--- config.mk ---
export PLATFORM = sky130hd
export DESIGN_NAME = rfc3339_timestamp_parser
export DESIGN_NICKNAME = d
export VERILOG_FILES = /design/src/rtl/rtp_pkg.sv /design/src/rtl/rtp_ctrl.sv /design/src/rtl/rtp_datapath.sv /design/src/rtl/rfc3339_timestamp_parser.sv
export VERILOG_INCLUDE_DIRS = /design/src /design/src/rtl
export SDC_FILE = /design/constraint.sdc
export NUM_CORES = 2
export LEC_CHECK = 0
export ABC_AREA = 1
export CORE_MARGIN = 1.5
export CORE_UTILIZATION = 50
export CTS_CLUSTER_SIZE = 28
export DETAILED_ROUTE_END_ITERATION = 16
export DONT_BUFFER_PORTS = 1
export PLACE_DENSITY = 0.64
export SLEW_MARGIN = 5
export SYNTH_ARGS = -nofsm -noshare
export SYNTH_HDL_FRONTEND = slang
export SYNTH_SLANG_ARGS = --single-unit
--- constraint.sdc ---
create_clock -name clk -period 14.8 [get_ports clk]
set_input_delay 1.48 -clock clk [delete_from_list [all_inputs] [get_ports clk]]
set_output_delay 1.48 -clock clk [all_outputs]
set_load 0.03 [all_outputs]
--- src/rtl/assert_macros.svh ---
// Assertion macros shared by the RTL.
// Define NO_ASSERTIONS to compile them out.
`ifndef ASSERT_MACROS_SVH
`define ASSERT_MACROS_SVH
`ifndef NO_ASSERTIONS
// Same-cycle implication, checked out of reset
`define ASSERT_IMP(label, clk, rst_n, ante, cons) \
	label: assert property (@(posedge clk) disable iff (!rst_n) (ante) |-> (cons)) \
		else $error("implication check failed");
// Next-cycle implication, checked out of reset
`define ASSERT_NXT(label, clk, rst_n, ante, cons) \
	label: assert property (@(posedge clk) disable iff (!rst_n) (ante) |=> (cons)) \
		else $error("next-cycle check failed");
`else
`define ASSERT_IMP(label, clk, rst_n, ante, cons)
`define ASSERT_NXT(label, clk, rst_n, ante, cons)
`endif
`endif

--- src/rtl/rtp_pkg.sv ---
package rtp_pkg;

	// Result field widths
	localparam int EPOCH_W = 39;
	localparam int NS_W    = 30;

	// ASCII characters the parser looks for
	localparam logic [7:0] CH_NUL   = 8'h00;
	localparam logic [7:0] CH_ZERO  = 8'h30;
	localparam logic [7:0] CH_NINE  = 8'h39;
	localparam logic [7:0] CH_DASH  = 8'h2D;
	localparam logic [7:0] CH_PLUS  = 8'h2B;
	localparam logic [7:0] CH_COLON = 8'h3A;
	localparam logic [7:0] CH_DOT   = 8'h2E;
	localparam logic [7:0] CH_T     = 8'h54;
	localparam logic [7:0] CH_Z     = 8'h5A;

	// Shortest string that can hold a full timestamp with zone
	localparam logic [4:0] MIN_LEN = 5'd20;

	// Day count shift: 0000-03-01 era offset plus one era of bias
	localparam logic [22:0] DAYS_BIAS = 23'd865565;

	// floor(x / 100) as (x * RECIP_100) >> RECIP_SHIFT, exact for x < 10400
	localparam logic [12:0] RECIP_100   = 13'd5243;
	localparam int          RECIP_SHIFT = 19;

	// Parse phase, one-hot
	typedef enum logic [8:0] {
		PH_DATE      = 9'b000000001,
		PH_AFTER_SEC = 9'b000000010,
		PH_FRAC      = 9'b000000100,
		PH_TZ_H1     = 9'b000001000,
		PH_TZ_H2     = 9'b000010000,
		PH_TZ_COLON  = 9'b000100000,
		PH_TZ_M1     = 9'b001000000,
		PH_TZ_M2     = 9'b010000000,
		PH_DONE      = 9'b100000000
	} phase_t;

	// Commands from controller to datapath
	typedef struct packed {
		logic take_byte;
		logic adv_s1;
		logic adv_s2;
		logic adv_s3;
		logic adv_s4;
		logic load_out;
	} cmd_t;

	// Days before the first of a month, counted from March
	function automatic logic [8:0] month_offset(input logic [3:0] month);
		logic [8:0] off;
		case (month)
			4'd1:    off = 9'd306;
			4'd2:    off = 9'd337;
			4'd3:    off = 9'd0;
			4'd4:    off = 9'd31;
			4'd5:    off = 9'd61;
			4'd6:    off = 9'd92;
			4'd7:    off = 9'd122;
			4'd8:    off = 9'd153;
			4'd9:    off = 9'd184;
			4'd10:   off = 9'd214;
			4'd11:   off = 9'd245;
			4'd12:   off = 9'd275;
			default: off = 9'd0;
		endcase
		return off;
	endfunction

	// Powers of ten for the fraction scale
	function automatic logic [29:0] pow10(input logic [3:0] n);
		logic [29:0] p;
		case (n)
			4'd0:    p = 30'd1;
			4'd1:    p = 30'd10;
			4'd2:    p = 30'd100;
			4'd3:    p = 30'd1000;
			4'd4:    p = 30'd10000;
			4'd5:    p = 30'd100000;
			4'd6:    p = 30'd1000000;
			4'd7:    p = 30'd10000000;
			4'd8:    p = 30'd100000000;
			4'd9:    p = 30'd1000000000;
			default: p = 30'd1;
		endcase
		return p;
	endfunction

endpackage

--- src/rtl/rtp_ctrl.sv ---
module rtp_ctrl (
	input  logic           clk,
	input  logic           arst_n,
	input  logic           in_valid,
	input  logic           in_last,
	output logic           in_ready,
	output logic           out_valid,
	input  logic           out_ready,
	output rtp_pkg::cmd_t  cmd
);

	typedef enum logic [5:0] {
		ST_PARSE = 6'b000001,
		ST_CV1   = 6'b000010,
		ST_CV2   = 6'b000100,
		ST_CV3   = 6'b001000,
		ST_CV4   = 6'b010000,
		ST_CV5   = 6'b100000
	} state_t;

	state_t state_q, state_n;
	logic   out_valid_q;
	logic   out_free;

	assign out_free  = !out_valid_q || out_ready;
	assign in_ready  = (state_q == ST_PARSE);
	assign out_valid = out_valid_q;

	// Sequence: take bytes, then walk the conversion stages
	always_comb begin
		state_n = state_q;
		cmd     = '0;
		case (state_q)
			ST_PARSE: begin
				cmd.take_byte = in_valid;
				if (in_valid && in_last) begin
					state_n = ST_CV1;
				end
			end
			ST_CV1: begin
				cmd.adv_s1 = 1'b1;
				state_n    = ST_CV2;
			end
			ST_CV2: begin
				cmd.adv_s2 = 1'b1;
				state_n    = ST_CV3;
			end
			ST_CV3: begin
				cmd.adv_s3 = 1'b1;
				state_n    = ST_CV4;
			end
			ST_CV4: begin
				cmd.adv_s4 = 1'b1;
				state_n    = ST_CV5;
			end
			ST_CV5: begin
				// hold until the output register is free
				if (out_free) begin
					cmd.load_out = 1'b1;
					state_n      = ST_PARSE;
				end
			end
			default: begin
				state_n = ST_PARSE;
			end
		endcase
	end

	always_ff @(posedge clk or negedge arst_n) begin
		if (!arst_n) begin
			state_q     <= ST_PARSE;
			out_valid_q <= 1'b0;
		end else begin
			state_q <= state_n;
			if (cmd.load_out) begin
				out_valid_q <= 1'b1;
			end else if (out_ready) begin
				out_valid_q <= 1'b0;
			end
		end
	end

endmodule

--- src/rtl/rtp_datapath.sv ---
module rtp_datapath (
	input  logic                           clk,
	input  logic                           arst_n,
	input  rtp_pkg::cmd_t                  cmd,
	input  logic [7:0]                     in_byte,
	output logic                           res_status,
	output logic [rtp_pkg::EPOCH_W-1:0]    res_epoch,
	output logic [rtp_pkg::NS_W-1:0]       res_ns
);

	// Parse state
	logic [4:0]       pos_q, pos_n;
	rtp_pkg::phase_t  phase_q, phase_n;
	logic [13:0]      year_q, year_n;
	logic [6:0]       month_q, month_n;
	logic [6:0]       day_q, day_n;
	logic [6:0]       hour_q, hour_n;
	logic [6:0]       minute_q, minute_n;
	logic [6:0]       second_q, second_n;
	logic [29:0]      frac_q, frac_n;
	logic [3:0]       frac_cnt_q, frac_cnt_n;
	logic             zneg_q, zneg_n;
	logic [6:0]       zhour_q, zhour_n;
	logic [6:0]       zmin_q, zmin_n;
	logic             err_q, err_n;
	logic             ended_q, ended_n;

	logic             is_dig;
	logic [7:0]       dig_diff;
	logic [3:0]       dig;
	logic             zstart_ok;
	rtp_pkg::phase_t  zstart_phase;

	// Conversion stages
	logic             ok_s1, ok_s2, ok_s3, ok_s4;
	logic [14:0]      yy_s1, yy_s2;
	logic [8:0]       doy_s1, doy_s2;
	logic [16:0]      tod_s1, tod_s2, tod_s3;
	logic [18:0]      off_s1, off_s2, off_s3;
	logic             zneg_s1, zneg_s2, zneg_s3;
	logic [29:0]      frac_s1, scale_s1;
	logic [29:0]      ns_s2, ns_s3, ns_s4;
	logic [22:0]      p365_s2;
	logic [6:0]       q100_s2;
	logic [22:0]      days_s3;
	logic [38:0]      dsec_s4;
	logic [19:0]      part_s4;

	logic             ok_now;
	logic [27:0]      q100_prod;
	logic [59:0]      ns_prod;
	logic signed [39:0] dsec_prod;
	logic [38:0]      epoch_sum;

	// Output register
	logic                        status_q;
	logic [rtp_pkg::EPOCH_W-1:0] epoch_q;
	logic [rtp_pkg::NS_W-1:0]    ns_q;

	// Classify the byte
	assign dig_diff = in_byte - rtp_pkg::CH_ZERO;
	assign dig      = dig_diff[3:0];
	assign is_dig   = (in_byte >= rtp_pkg::CH_ZERO) && (in_byte <= rtp_pkg::CH_NINE);
	assign zstart_ok = (in_byte == rtp_pkg::CH_Z) || (in_byte == rtp_pkg::CH_PLUS) ||
		(in_byte == rtp_pkg::CH_DASH);
	assign zstart_phase = (in_byte == rtp_pkg::CH_Z) ? rtp_pkg::PH_DONE : rtp_pkg::PH_TZ_H1;

	// Next parse state for one byte
	always_comb begin
		pos_n      = pos_q;
		phase_n    = phase_q;
		year_n     = year_q;
		month_n    = month_q;
		day_n      = day_q;
		hour_n     = hour_q;
		minute_n   = minute_q;
		second_n   = second_q;
		frac_n     = frac_q;
		frac_cnt_n = frac_cnt_q;
		zneg_n     = zneg_q;
		zhour_n    = zhour_q;
		zmin_n     = zmin_q;
		err_n      = err_q;
		ended_n    = ended_q;
		if (cmd.adv_s1) begin
			// drop the finished string
			pos_n      = '0;
			phase_n    = rtp_pkg::PH_DATE;
			year_n     = '0;
			month_n    = '0;
			day_n      = '0;
			hour_n     = '0;
			minute_n   = '0;
			second_n   = '0;
			frac_n     = '0;
			frac_cnt_n = '0;
			zneg_n     = 1'b0;
			zhour_n    = '0;
			zmin_n     = '0;
			err_n      = 1'b0;
			ended_n    = 1'b0;
		end else if (cmd.take_byte && !ended_q) begin
			if (in_byte == rtp_pkg::CH_NUL) begin
				ended_n = 1'b1;
			end else begin
				if (!err_q) begin
					case (phase_q)
						rtp_pkg::PH_DATE: begin
							if (pos_q == 5'd4 || pos_q == 5'd7) begin
								if (in_byte != rtp_pkg::CH_DASH) err_n = 1'b1;
							end else if (pos_q == 5'd10) begin
								if (in_byte != rtp_pkg::CH_T) err_n = 1'b1;
							end else if (pos_q == 5'd13 || pos_q == 5'd16) begin
								if (in_byte != rtp_pkg::CH_COLON) err_n = 1'b1;
							end else if (!is_dig) begin
								err_n = 1'b1;
							end else if (pos_q <= 5'd3) begin
								year_n = year_q * 14'd10 + {10'd0, dig};
							end else if (pos_q <= 5'd6) begin
								month_n = month_q * 7'd10 + {3'd0, dig};
							end else if (pos_q <= 5'd9) begin
								day_n = day_q * 7'd10 + {3'd0, dig};
							end else if (pos_q <= 5'd12) begin
								hour_n = hour_q * 7'd10 + {3'd0, dig};
							end else if (pos_q <= 5'd15) begin
								minute_n = minute_q * 7'd10 + {3'd0, dig};
							end else begin
								second_n = second_q * 7'd10 + {3'd0, dig};
							end
							if (pos_q >= 5'd18) phase_n = rtp_pkg::PH_AFTER_SEC;
						end
						rtp_pkg::PH_AFTER_SEC: begin
							if (in_byte == rtp_pkg::CH_DOT) begin
								phase_n = rtp_pkg::PH_FRAC;
							end else if (zstart_ok) begin
								phase_n = zstart_phase;
								if (in_byte != rtp_pkg::CH_Z) begin
									zneg_n = (in_byte == rtp_pkg::CH_DASH);
								end
							end else begin
								err_n = 1'b1;
							end
						end
						rtp_pkg::PH_FRAC: begin
							if (is_dig) begin
								// skip digits beyond nanoseconds
								if (frac_cnt_q < 4'd9) begin
									frac_n     = frac_q * 30'd10 + {26'd0, dig};
									frac_cnt_n = frac_cnt_q + 4'd1;
								end
							end else if (zstart_ok) begin
								phase_n = zstart_phase;
								if (in_byte != rtp_pkg::CH_Z) begin
									zneg_n = (in_byte == rtp_pkg::CH_DASH);
								end
							end else begin
								err_n = 1'b1;
							end
						end
						rtp_pkg::PH_TZ_H1: begin
							if (is_dig) begin
								zhour_n = {3'd0, dig};
								phase_n = rtp_pkg::PH_TZ_H2;
							end else begin
								err_n = 1'b1;
							end
						end
						rtp_pkg::PH_TZ_H2: begin
							if (is_dig) begin
								zhour_n = zhour_q * 7'd10 + {3'd0, dig};
								phase_n = rtp_pkg::PH_TZ_COLON;
							end else begin
								err_n = 1'b1;
							end
						end
						rtp_pkg::PH_TZ_COLON: begin
							phase_n = (in_byte == rtp_pkg::CH_COLON) ?
								rtp_pkg::PH_TZ_M1 : rtp_pkg::PH_DONE;
						end
						rtp_pkg::PH_TZ_M1: begin
							if (is_dig) begin
								zmin_n  = {3'd0, dig};
								phase_n = rtp_pkg::PH_TZ_M2;
							end else begin
								err_n = 1'b1;
							end
						end
						rtp_pkg::PH_TZ_M2: begin
							if (is_dig) begin
								zmin_n  = zmin_q * 7'd10 + {3'd0, dig};
								phase_n = rtp_pkg::PH_DONE;
							end else begin
								err_n = 1'b1;
							end
						end
						default: begin
						end
					endcase
				end
				// count bytes, saturating
				if (pos_q != 5'd31) pos_n = pos_q + 5'd1;
			end
		end
	end

	always_ff @(posedge clk or negedge arst_n) begin
		if (!arst_n) begin
			pos_q      <= '0;
			phase_q    <= rtp_pkg::PH_DATE;
			year_q     <= '0;
			month_q    <= '0;
			day_q      <= '0;
			hour_q     <= '0;
			minute_q   <= '0;
			second_q   <= '0;
			frac_q     <= '0;
			frac_cnt_q <= '0;
			zneg_q     <= 1'b0;
			zhour_q    <= '0;
			zmin_q     <= '0;
			err_q      <= 1'b0;
			ended_q    <= 1'b0;
		end else begin
			pos_q      <= pos_n;
			phase_q    <= phase_n;
			year_q     <= year_n;
			month_q    <= month_n;
			day_q      <= day_n;
			hour_q     <= hour_n;
			minute_q   <= minute_n;
			second_q   <= second_n;
			frac_q     <= frac_n;
			frac_cnt_q <= frac_cnt_n;
			zneg_q     <= zneg_n;
			zhour_q    <= zhour_n;
			zmin_q     <= zmin_n;
			err_q      <= err_n;
			ended_q    <= ended_n;
		end
	end

	// Final validity of the parsed string
	assign ok_now = !err_q &&
		(phase_q == rtp_pkg::PH_DONE || phase_q == rtp_pkg::PH_TZ_COLON) &&
		(pos_q >= rtp_pkg::MIN_LEN) &&
		(month_q >= 7'd1) && (month_q <= 7'd12) &&
		(day_q >= 7'd1) && (day_q <= 7'd31) &&
		(hour_q <= 7'd23) && (minute_q <= 7'd59) && (second_q <= 7'd60);

	// Stage 1: shifted year, day of year, time of day, zone offset, fraction scale
	always_ff @(posedge clk) begin
		if (cmd.adv_s1) begin
			ok_s1    <= ok_now;
			yy_s1    <= {1'b0, year_q} - ((month_q <= 7'd2) ? 15'd1 : 15'd0) + 15'd400;
			doy_s1   <= rtp_pkg::month_offset(month_q[3:0]) + {2'd0, day_q} - 9'd1;
			tod_s1   <= {10'd0, hour_q} * 17'd3600 + {10'd0, minute_q} * 17'd60 +
				{10'd0, second_q};
			off_s1   <= {12'd0, zhour_q} * 19'd3600 + {12'd0, zmin_q} * 19'd60;
			zneg_s1  <= zneg_q;
			frac_s1  <= frac_q;
			scale_s1 <= rtp_pkg::pow10(4'd9 - frac_cnt_q);
		end
	end

	// Stage 2: year products and fraction scaling
	assign q100_prod = {13'd0, yy_s1} * {15'd0, rtp_pkg::RECIP_100};
	assign ns_prod   = {30'd0, frac_s1} * {30'd0, scale_s1};

	always_ff @(posedge clk) begin
		if (cmd.adv_s2) begin
			ok_s2   <= ok_s1;
			p365_s2 <= {8'd0, yy_s1} * 23'd365;
			q100_s2 <= q100_prod[rtp_pkg::RECIP_SHIFT +: 7];
			ns_s2   <= ns_prod[29:0];
			yy_s2   <= yy_s1;
			doy_s2  <= doy_s1;
			tod_s2  <= tod_s1;
			off_s2  <= off_s1;
			zneg_s2 <= zneg_s1;
		end
	end

	// Stage 3: days from civil, two's complement
	always_ff @(posedge clk) begin
		if (cmd.adv_s3) begin
			ok_s3   <= ok_s2;
			days_s3 <= p365_s2 + {10'd0, yy_s2[14:2]} + {18'd0, q100_s2[6:2]} -
				{16'd0, q100_s2} + {14'd0, doy_s2} - rtp_pkg::DAYS_BIAS;
			ns_s3   <= ns_s2;
			tod_s3  <= tod_s2;
			off_s3  <= off_s2;
			zneg_s3 <= zneg_s2;
		end
	end

	// Stage 4: day seconds and zone-adjusted time of day
	assign dsec_prod = $signed(days_s3) * $signed(18'd86400);

	always_ff @(posedge clk) begin
		if (cmd.adv_s4) begin
			ok_s4   <= ok_s3;
			dsec_s4 <= dsec_prod[38:0];
			part_s4 <= zneg_s3 ? ({3'd0, tod_s3} + {1'b0, off_s3}) :
				({3'd0, tod_s3} - {1'b0, off_s3});
			ns_s4   <= ns_s3;
		end
	end

	// Output register: zero the fields on error
	assign epoch_sum = dsec_s4 + {{19{part_s4[19]}}, part_s4};

	always_ff @(posedge clk) begin
		if (cmd.load_out) begin
			status_q <= !ok_s4;
			epoch_q  <= ok_s4 ? epoch_sum : '0;
			ns_q     <= ok_s4 ? ns_s4 : '0;
		end
	end

	assign res_status = status_q;
	assign res_epoch  = epoch_q;
	assign res_ns     = ns_q;

endmodule

--- src/rtl/rfc3339_timestamp_parser.sv ---
// Takes one byte per cycle while parsing; the last byte of a string starts a
// conversion (four stages plus the output load, which waits for a free output
// register) during which input is held off.
// The result register frees the input side: the next string streams in while
// a result waits. arst_n clears the parse state, sequencer and output valid.
`include "assert_macros.svh"

module rfc3339_timestamp_parser (
	input  logic        clk,
	input  logic        arst_n,
	input  logic        s_axis_tvalid,
	output logic        s_axis_tready,
	input  logic [7:0]  s_axis_tdata,   // [7:0] char_byte
	input  logic        s_axis_tlast,
	output logic        m_axis_tvalid,
	input  logic        m_axis_tready,
	output logic [71:0] m_axis_tdata,   // [38:0] epoch_seconds, [68:39] nanoseconds
	output logic        m_axis_tuser    // [0] status
);

	rtp_pkg::cmd_t               cmd;
	logic                        res_status;
	logic [rtp_pkg::EPOCH_W-1:0] res_epoch;
	logic [rtp_pkg::NS_W-1:0]    res_ns;

	rtp_ctrl u_ctrl (
		.clk       (clk),
		.arst_n    (arst_n),
		.in_valid  (s_axis_tvalid),
		.in_last   (s_axis_tlast),
		.in_ready  (s_axis_tready),
		.out_valid (m_axis_tvalid),
		.out_ready (m_axis_tready),
		.cmd       (cmd)
	);

	rtp_datapath u_datapath (
		.clk        (clk),
		.arst_n     (arst_n),
		.cmd        (cmd),
		.in_byte    (s_axis_tdata),
		.res_status (res_status),
		.res_epoch  (res_epoch),
		.res_ns     (res_ns)
	);

	// Pack the result transaction
	assign m_axis_tdata = {3'd0, res_ns, res_epoch};
	assign m_axis_tuser = res_status;

	// The last byte of a string always starts the conversion
	`ASSERT_NXT(a_last_starts_conv, clk, arst_n, s_axis_tvalid && s_axis_tready && s_axis_tlast, !s_axis_tready)
	// A failed parse carries zero fields
	`ASSERT_IMP(a_error_zeroed, clk, arst_n, m_axis_tvalid && m_axis_tuser, m_axis_tdata == 72'd0)
	// Nanoseconds stay below one second
	`ASSERT_IMP(a_ns_range, clk, arst_n, m_axis_tvalid && !m_axis_tuser, m_axis_tdata[68:39] < 30'd1000000000)

endmodule

==> run summary <==
• **Post-synth EDFFs** 473
• **hold buffer count at CTS** 0
• **setup skew after layout** 0.0274 ns
• **Post-CTS Resized** 0
• **startpoint class of the critical path** flip-flop
• **Setup Viol. Count Final** 0
• **H-tree levels** 3
• **buffers plus inverters on the worst setup path** 8
• **share of cells above drive strength 1** 0.0312
• **final critical delay including setup and external delays** 7.67 ns
• **die area** 121000 um^2
• **I/O pins** 88
• **worst reg2reg path depth** 26
• **antenna-violating nets left** 0
• **total count of max-transition violations in the final report** 0
• **Crit Path Category** flip-flop to flip-flop
• **worst relative slew slack** 0.139
• **number of cells on the worst hold path** 0
• **clk sinks** 594
• **Post-Synth Simple-Gate Area** 0.126
• **area taken by multi-input logic gates** 35800 um^2
• **placed instance count** 7977
• **starting utilization of the core area** 0.505
• **largest family of logic cells by synthesized area** adder cells
• **Critical R2R Launch** u_datapath.scale_s1[4]
• **core region area** 118000 um^2
• **synth warn** 0
• **required time at the worst-slack endpoint** 15.18 ns
• **master of the slowest instance on the critical path** sky130_fd_sc_hd__edfxtp_1
• **CP max stage delay** 1.20 ns
• **Synth async-reset ratio** 0.204
• **average detailed-routed wire length per instance** 16.4 um
• **buffer levels on the longest clock path** 3
• **total routing resource utilization after global routing** 0.225
• **Die Y** 348 um
• **post-CTS clock slew at the launch and capture registers of the worst setup and hold paths** 0.06 ns
• **synthesized area divided by synthesized cell count** 9.13 um^2
• **Critical Path Fanout Max** 26
• **TritonCTS Buffers** 72
• **Crit path max-delay family** adder cells
• **worst min path class** flip-flop to flip-flop
• **netlist area before placement** 59600 um^2
• **XOR/XNOR share of the synthesized area** 0.0451
• **via density per instance** 5.07
• **wire length of the first global-routing pass** 219 mm
• **worst reg2reg endpoint** u_datapath.ns_s2[27]
• **Vias** 41144
• **sort of element at the end of the critical path** flip-flop
• **number of antenna violations at the first check in global routing** 3
• **Hold Startpoint** u_datapath.ns_s3[5]
• **number of global-route vias before repair** 41704
• **worst path arrival time** 8.06 ns
• **transition time of the tightest slew-check pin** 1.29 ns
• **count of antenna diodes in the layout** 0
• **reg-to-reg slack, setup** 7.13 ns
• **port bufs** 0
• **RSZ-0062 raised after global routing** no
• **main flop type after synthesis** sky130_fd_sc_hd__edfxtp_1
• **final global-route overflow total** 0
• **Compound-Gate Fraction of Synth Area** 0.0681
• **total length of routed wires** 133 mm
• **number of buffers inserted to repair setup after CTS** 0
• **number of iterations in the first detailed-routing pass** 5
• **CTS root buffer** sky130_fd_sc_hd__clkbuf_16
• **latest clock arrival within the worst-skew pair** 0.65 ns
• **# fillers** 10559
• **FF+latch count, synth** 594
• **Post-Route Setup TNS** 0 ns
• **number of distinct library cells after synthesis** 63
• **multiplexer fraction of the synthesized cell area** 0.000336
• **count of max-cap constraint violations** 0
• **Hold Path Sink** u_datapath.ns_s4[5]
• **share of the clock period used by the worst path** 0.519
• **Sequential cell area** 17200 um^2
• **number of nets in the layout** 7879
• **number of failing hold endpoints at the final stage** 0
• **global placer's final weighted congestion** 0.917
• **Max Clock Freq** 130 MHz
• **result of the run** completed
• **area share of fa/ha/maj cells after synthesis** 0.360
• **DRC Markers** 0
• **clock tree from TritonCTS** yes
• **post-layout instance count excluding filler cells** 8110
• **sequential fraction of the synthesis area** 0.289
• **Post-Synthesis Cells** 6533
• **maximum number of pins on one net before global-route repair** 122
• **First DRT Iteration DRCs** 2622
• **growth of design area from synthesis to finish** 6.80%
• **horizontal extent of the die** 348 um
• **standard-cell row count** 126
• **Detailed Place HPWL** 106 mm
state kept, by name, indices dropped and copies added (netlist names), 20 cells and up:
signal,flops
u_datapath.frac_q,30
u_datapath.scale_s1,23
u_datapath.ns_s4,30
u_datapath.res_ns,30
u_datapath.ns_s3,30
u_datapath.res_epoch,39
u_datapath.frac_s1,30
u_datapath.ns_s2,30
u_datapath.days_s3,23
u_datapath.part_s4,20
u_datapath.p365_s2,21
u_datapath.dsec_s4,32
cells in the mapped netlist (16+ instances only):
library cell | n | area, um^2
sky130_fd_sc_hd__dfrtp_1 | 119 | 2980
sky130_fd_sc_hd__a21o_1 | 20 | 150
sky130_fd_sc_hd__xnor2_1 | 123 | 1080
sky130_fd_sc_hd__nor3_1 | 27 | 135
sky130_fd_sc_hd__nor2_1 | 257 | 965
sky130_fd_sc_hd__inv_1 | 1636 | 6140
sky130_fd_sc_hd__nand2_1 | 1229 | 4610
sky130_fd_sc_hd__clkbuf_1 | 87 | 327
sky130_fd_sc_hd__o31ai_1 | 22 | 165
sky130_fd_sc_hd__or2_2 | 17 | 106
sky130_fd_sc_hd__a21oi_1 | 309 | 1550
sky130_fd_sc_hd__o21ai_0 | 201 | 1010
sky130_fd_sc_hd__xor2_1 | 182 | 1590
sky130_fd_sc_hd__nand3b_1 | 18 | 135
sky130_fd_sc_hd__nor4_1 | 16 | 100
sky130_fd_sc_hd__o21bai_1 | 25 | 188
sky130_fd_sc_hd__a31oi_1 | 25 | 156
sky130_fd_sc_hd__nand4_1 | 66 | 413
sky130_fd_sc_hd__nand3_1 | 144 | 721
sky130_fd_sc_hd__fa_1 | 610 | 12200
sky130_fd_sc_hd__ha_1 | 741 | 9270
sky130_fd_sc_hd__edfxtp_1 | 473 | 14200
sky130_fd_sc_hd__o21a_1 | 16 | 120
area by class of cell:
class,count,share of cell area
Clock buffer,83,0.0296
Clock inverter,50,0.00833
Inverter,1650,0.0973
Multi-Input combinational cell,4179,0.562
Sequential cell,594,0.271
Tap cell,1536,0.0302
Timing Repair Buffer,18,0.00212
how the worst max path moves through the flow:
stage,from,end,cells after the start
after global routing,u_datapath.scale_s1[4],u_datapath.ns_s2[27],26
after global placement,u_datapath.scale_s1[3],u_datapath.ns_s2[27],26
final,u_datapath.scale_s1[4],u_datapath.ns_s2[27],26
after detailed placement,u_datapath.scale_s1[5],u_datapath.ns_s2[27],26
after floorplan,u_ctrl.state_q[1],u_datapath.doy_s2[0],3
after CTS,u_datapath.scale_s1[5],u_datapath.ns_s2[27],26
cells by family after synthesis:
family,Yosys count
other,1
DFF,594
AOI/OAI and AO/OA,710
buffers and inverters,1762
and+or+nand+nor,1807
adders and majority gates,1351
xor gates and xnor gates,306
muxes,2
stage by stage:
stage | util | hold slack, ns | cell area, um^2 | setup slack [ns]
2_1_floorplan | - | 0.400 | 59600 | 2.11
6_report | 0.539 | 0.412 | 63700 | 7.13
5_1_grt | 0.539 | 0.420 | 63700 | 6.72
3_5_place_dp | 0.519 | 0.405 | 61300 | 7.19
3_3_place_gp | 0.519 | 0.401 | 61300 | 7.32
4_1_cts | 0.539 | 0.413 | 63700 | 7.18
layout by cell type (no fill, tap or decap), types with 7 or more instances in the layout:
master,instances
sky130_fd_sc_hd__buf_4,18
sky130_fd_sc_hd__o21ai_1,12
sky130_fd_sc_hd__clkbuf_1,8
sky130_fd_sc_hd__inv_2,11
sky130_fd_sc_hd__xor2_1,182
sky130_fd_sc_hd__inv_1,1636
sky130_fd_sc_hd__nor2_1,256
sky130_fd_sc_hd__o21a_1,16
sky130_fd_sc_hd__nand3_1,144
sky130_fd_sc_hd__nor4_1,14
sky130_fd_sc_hd__o22ai_1,15
sky130_fd_sc_hd__o31ai_1,22
sky130_fd_sc_hd__o211ai_1,14
sky130_fd_sc_hd__nand3b_1,18
sky130_fd_sc_hd__o21bai_1,25
sky130_fd_sc_hd__xnor2_1,123
sky130_fd_sc_hd__nor3_1,26
sky130_fd_sc_hd__clkinv_2,11
sky130_fd_sc_hd__a32o_1,10
sky130_fd_sc_hd__a31oi_1,25
sky130_fd_sc_hd__o21ai_0,201
sky130_fd_sc_hd__ha_1,741
sky130_fd_sc_hd__bufinv_16,8
sky130_fd_sc_hd__nand2_1,1229
sky130_fd_sc_hd__or2_2,17
sky130_fd_sc_hd__edfxtp_1,473
sky130_fd_sc_hd__a21oi_1,309
sky130_fd_sc_hd__a21o_1,20
sky130_fd_sc_hd__dfrtp_1,119
sky130_fd_sc_hd__inv_6,7
sky130_fd_sc_hd__nand4_1,66
sky130_fd_sc_hd__clkinv_1,13
sky130_fd_sc_hd__nor2_2,8
sky130_fd_sc_hd__fa_1,610
sky130_fd_sc_hd__clkbuf_16,73
layer usage:
metal	wire length, um	up-vias	GRT usage	part of all wire
met3	5790	177	0.0262	0.044
met5	0	-	0	0
li1	-	20412	-	-
met2	61500	862	0.373	0.46
met4	2930	0	0.0525	0.022
met1	62500	19693	0.317	0.47
Power is not shown: default switching activity piles up to over one toggle a cycle in this logic, so the estimate is an artifact.
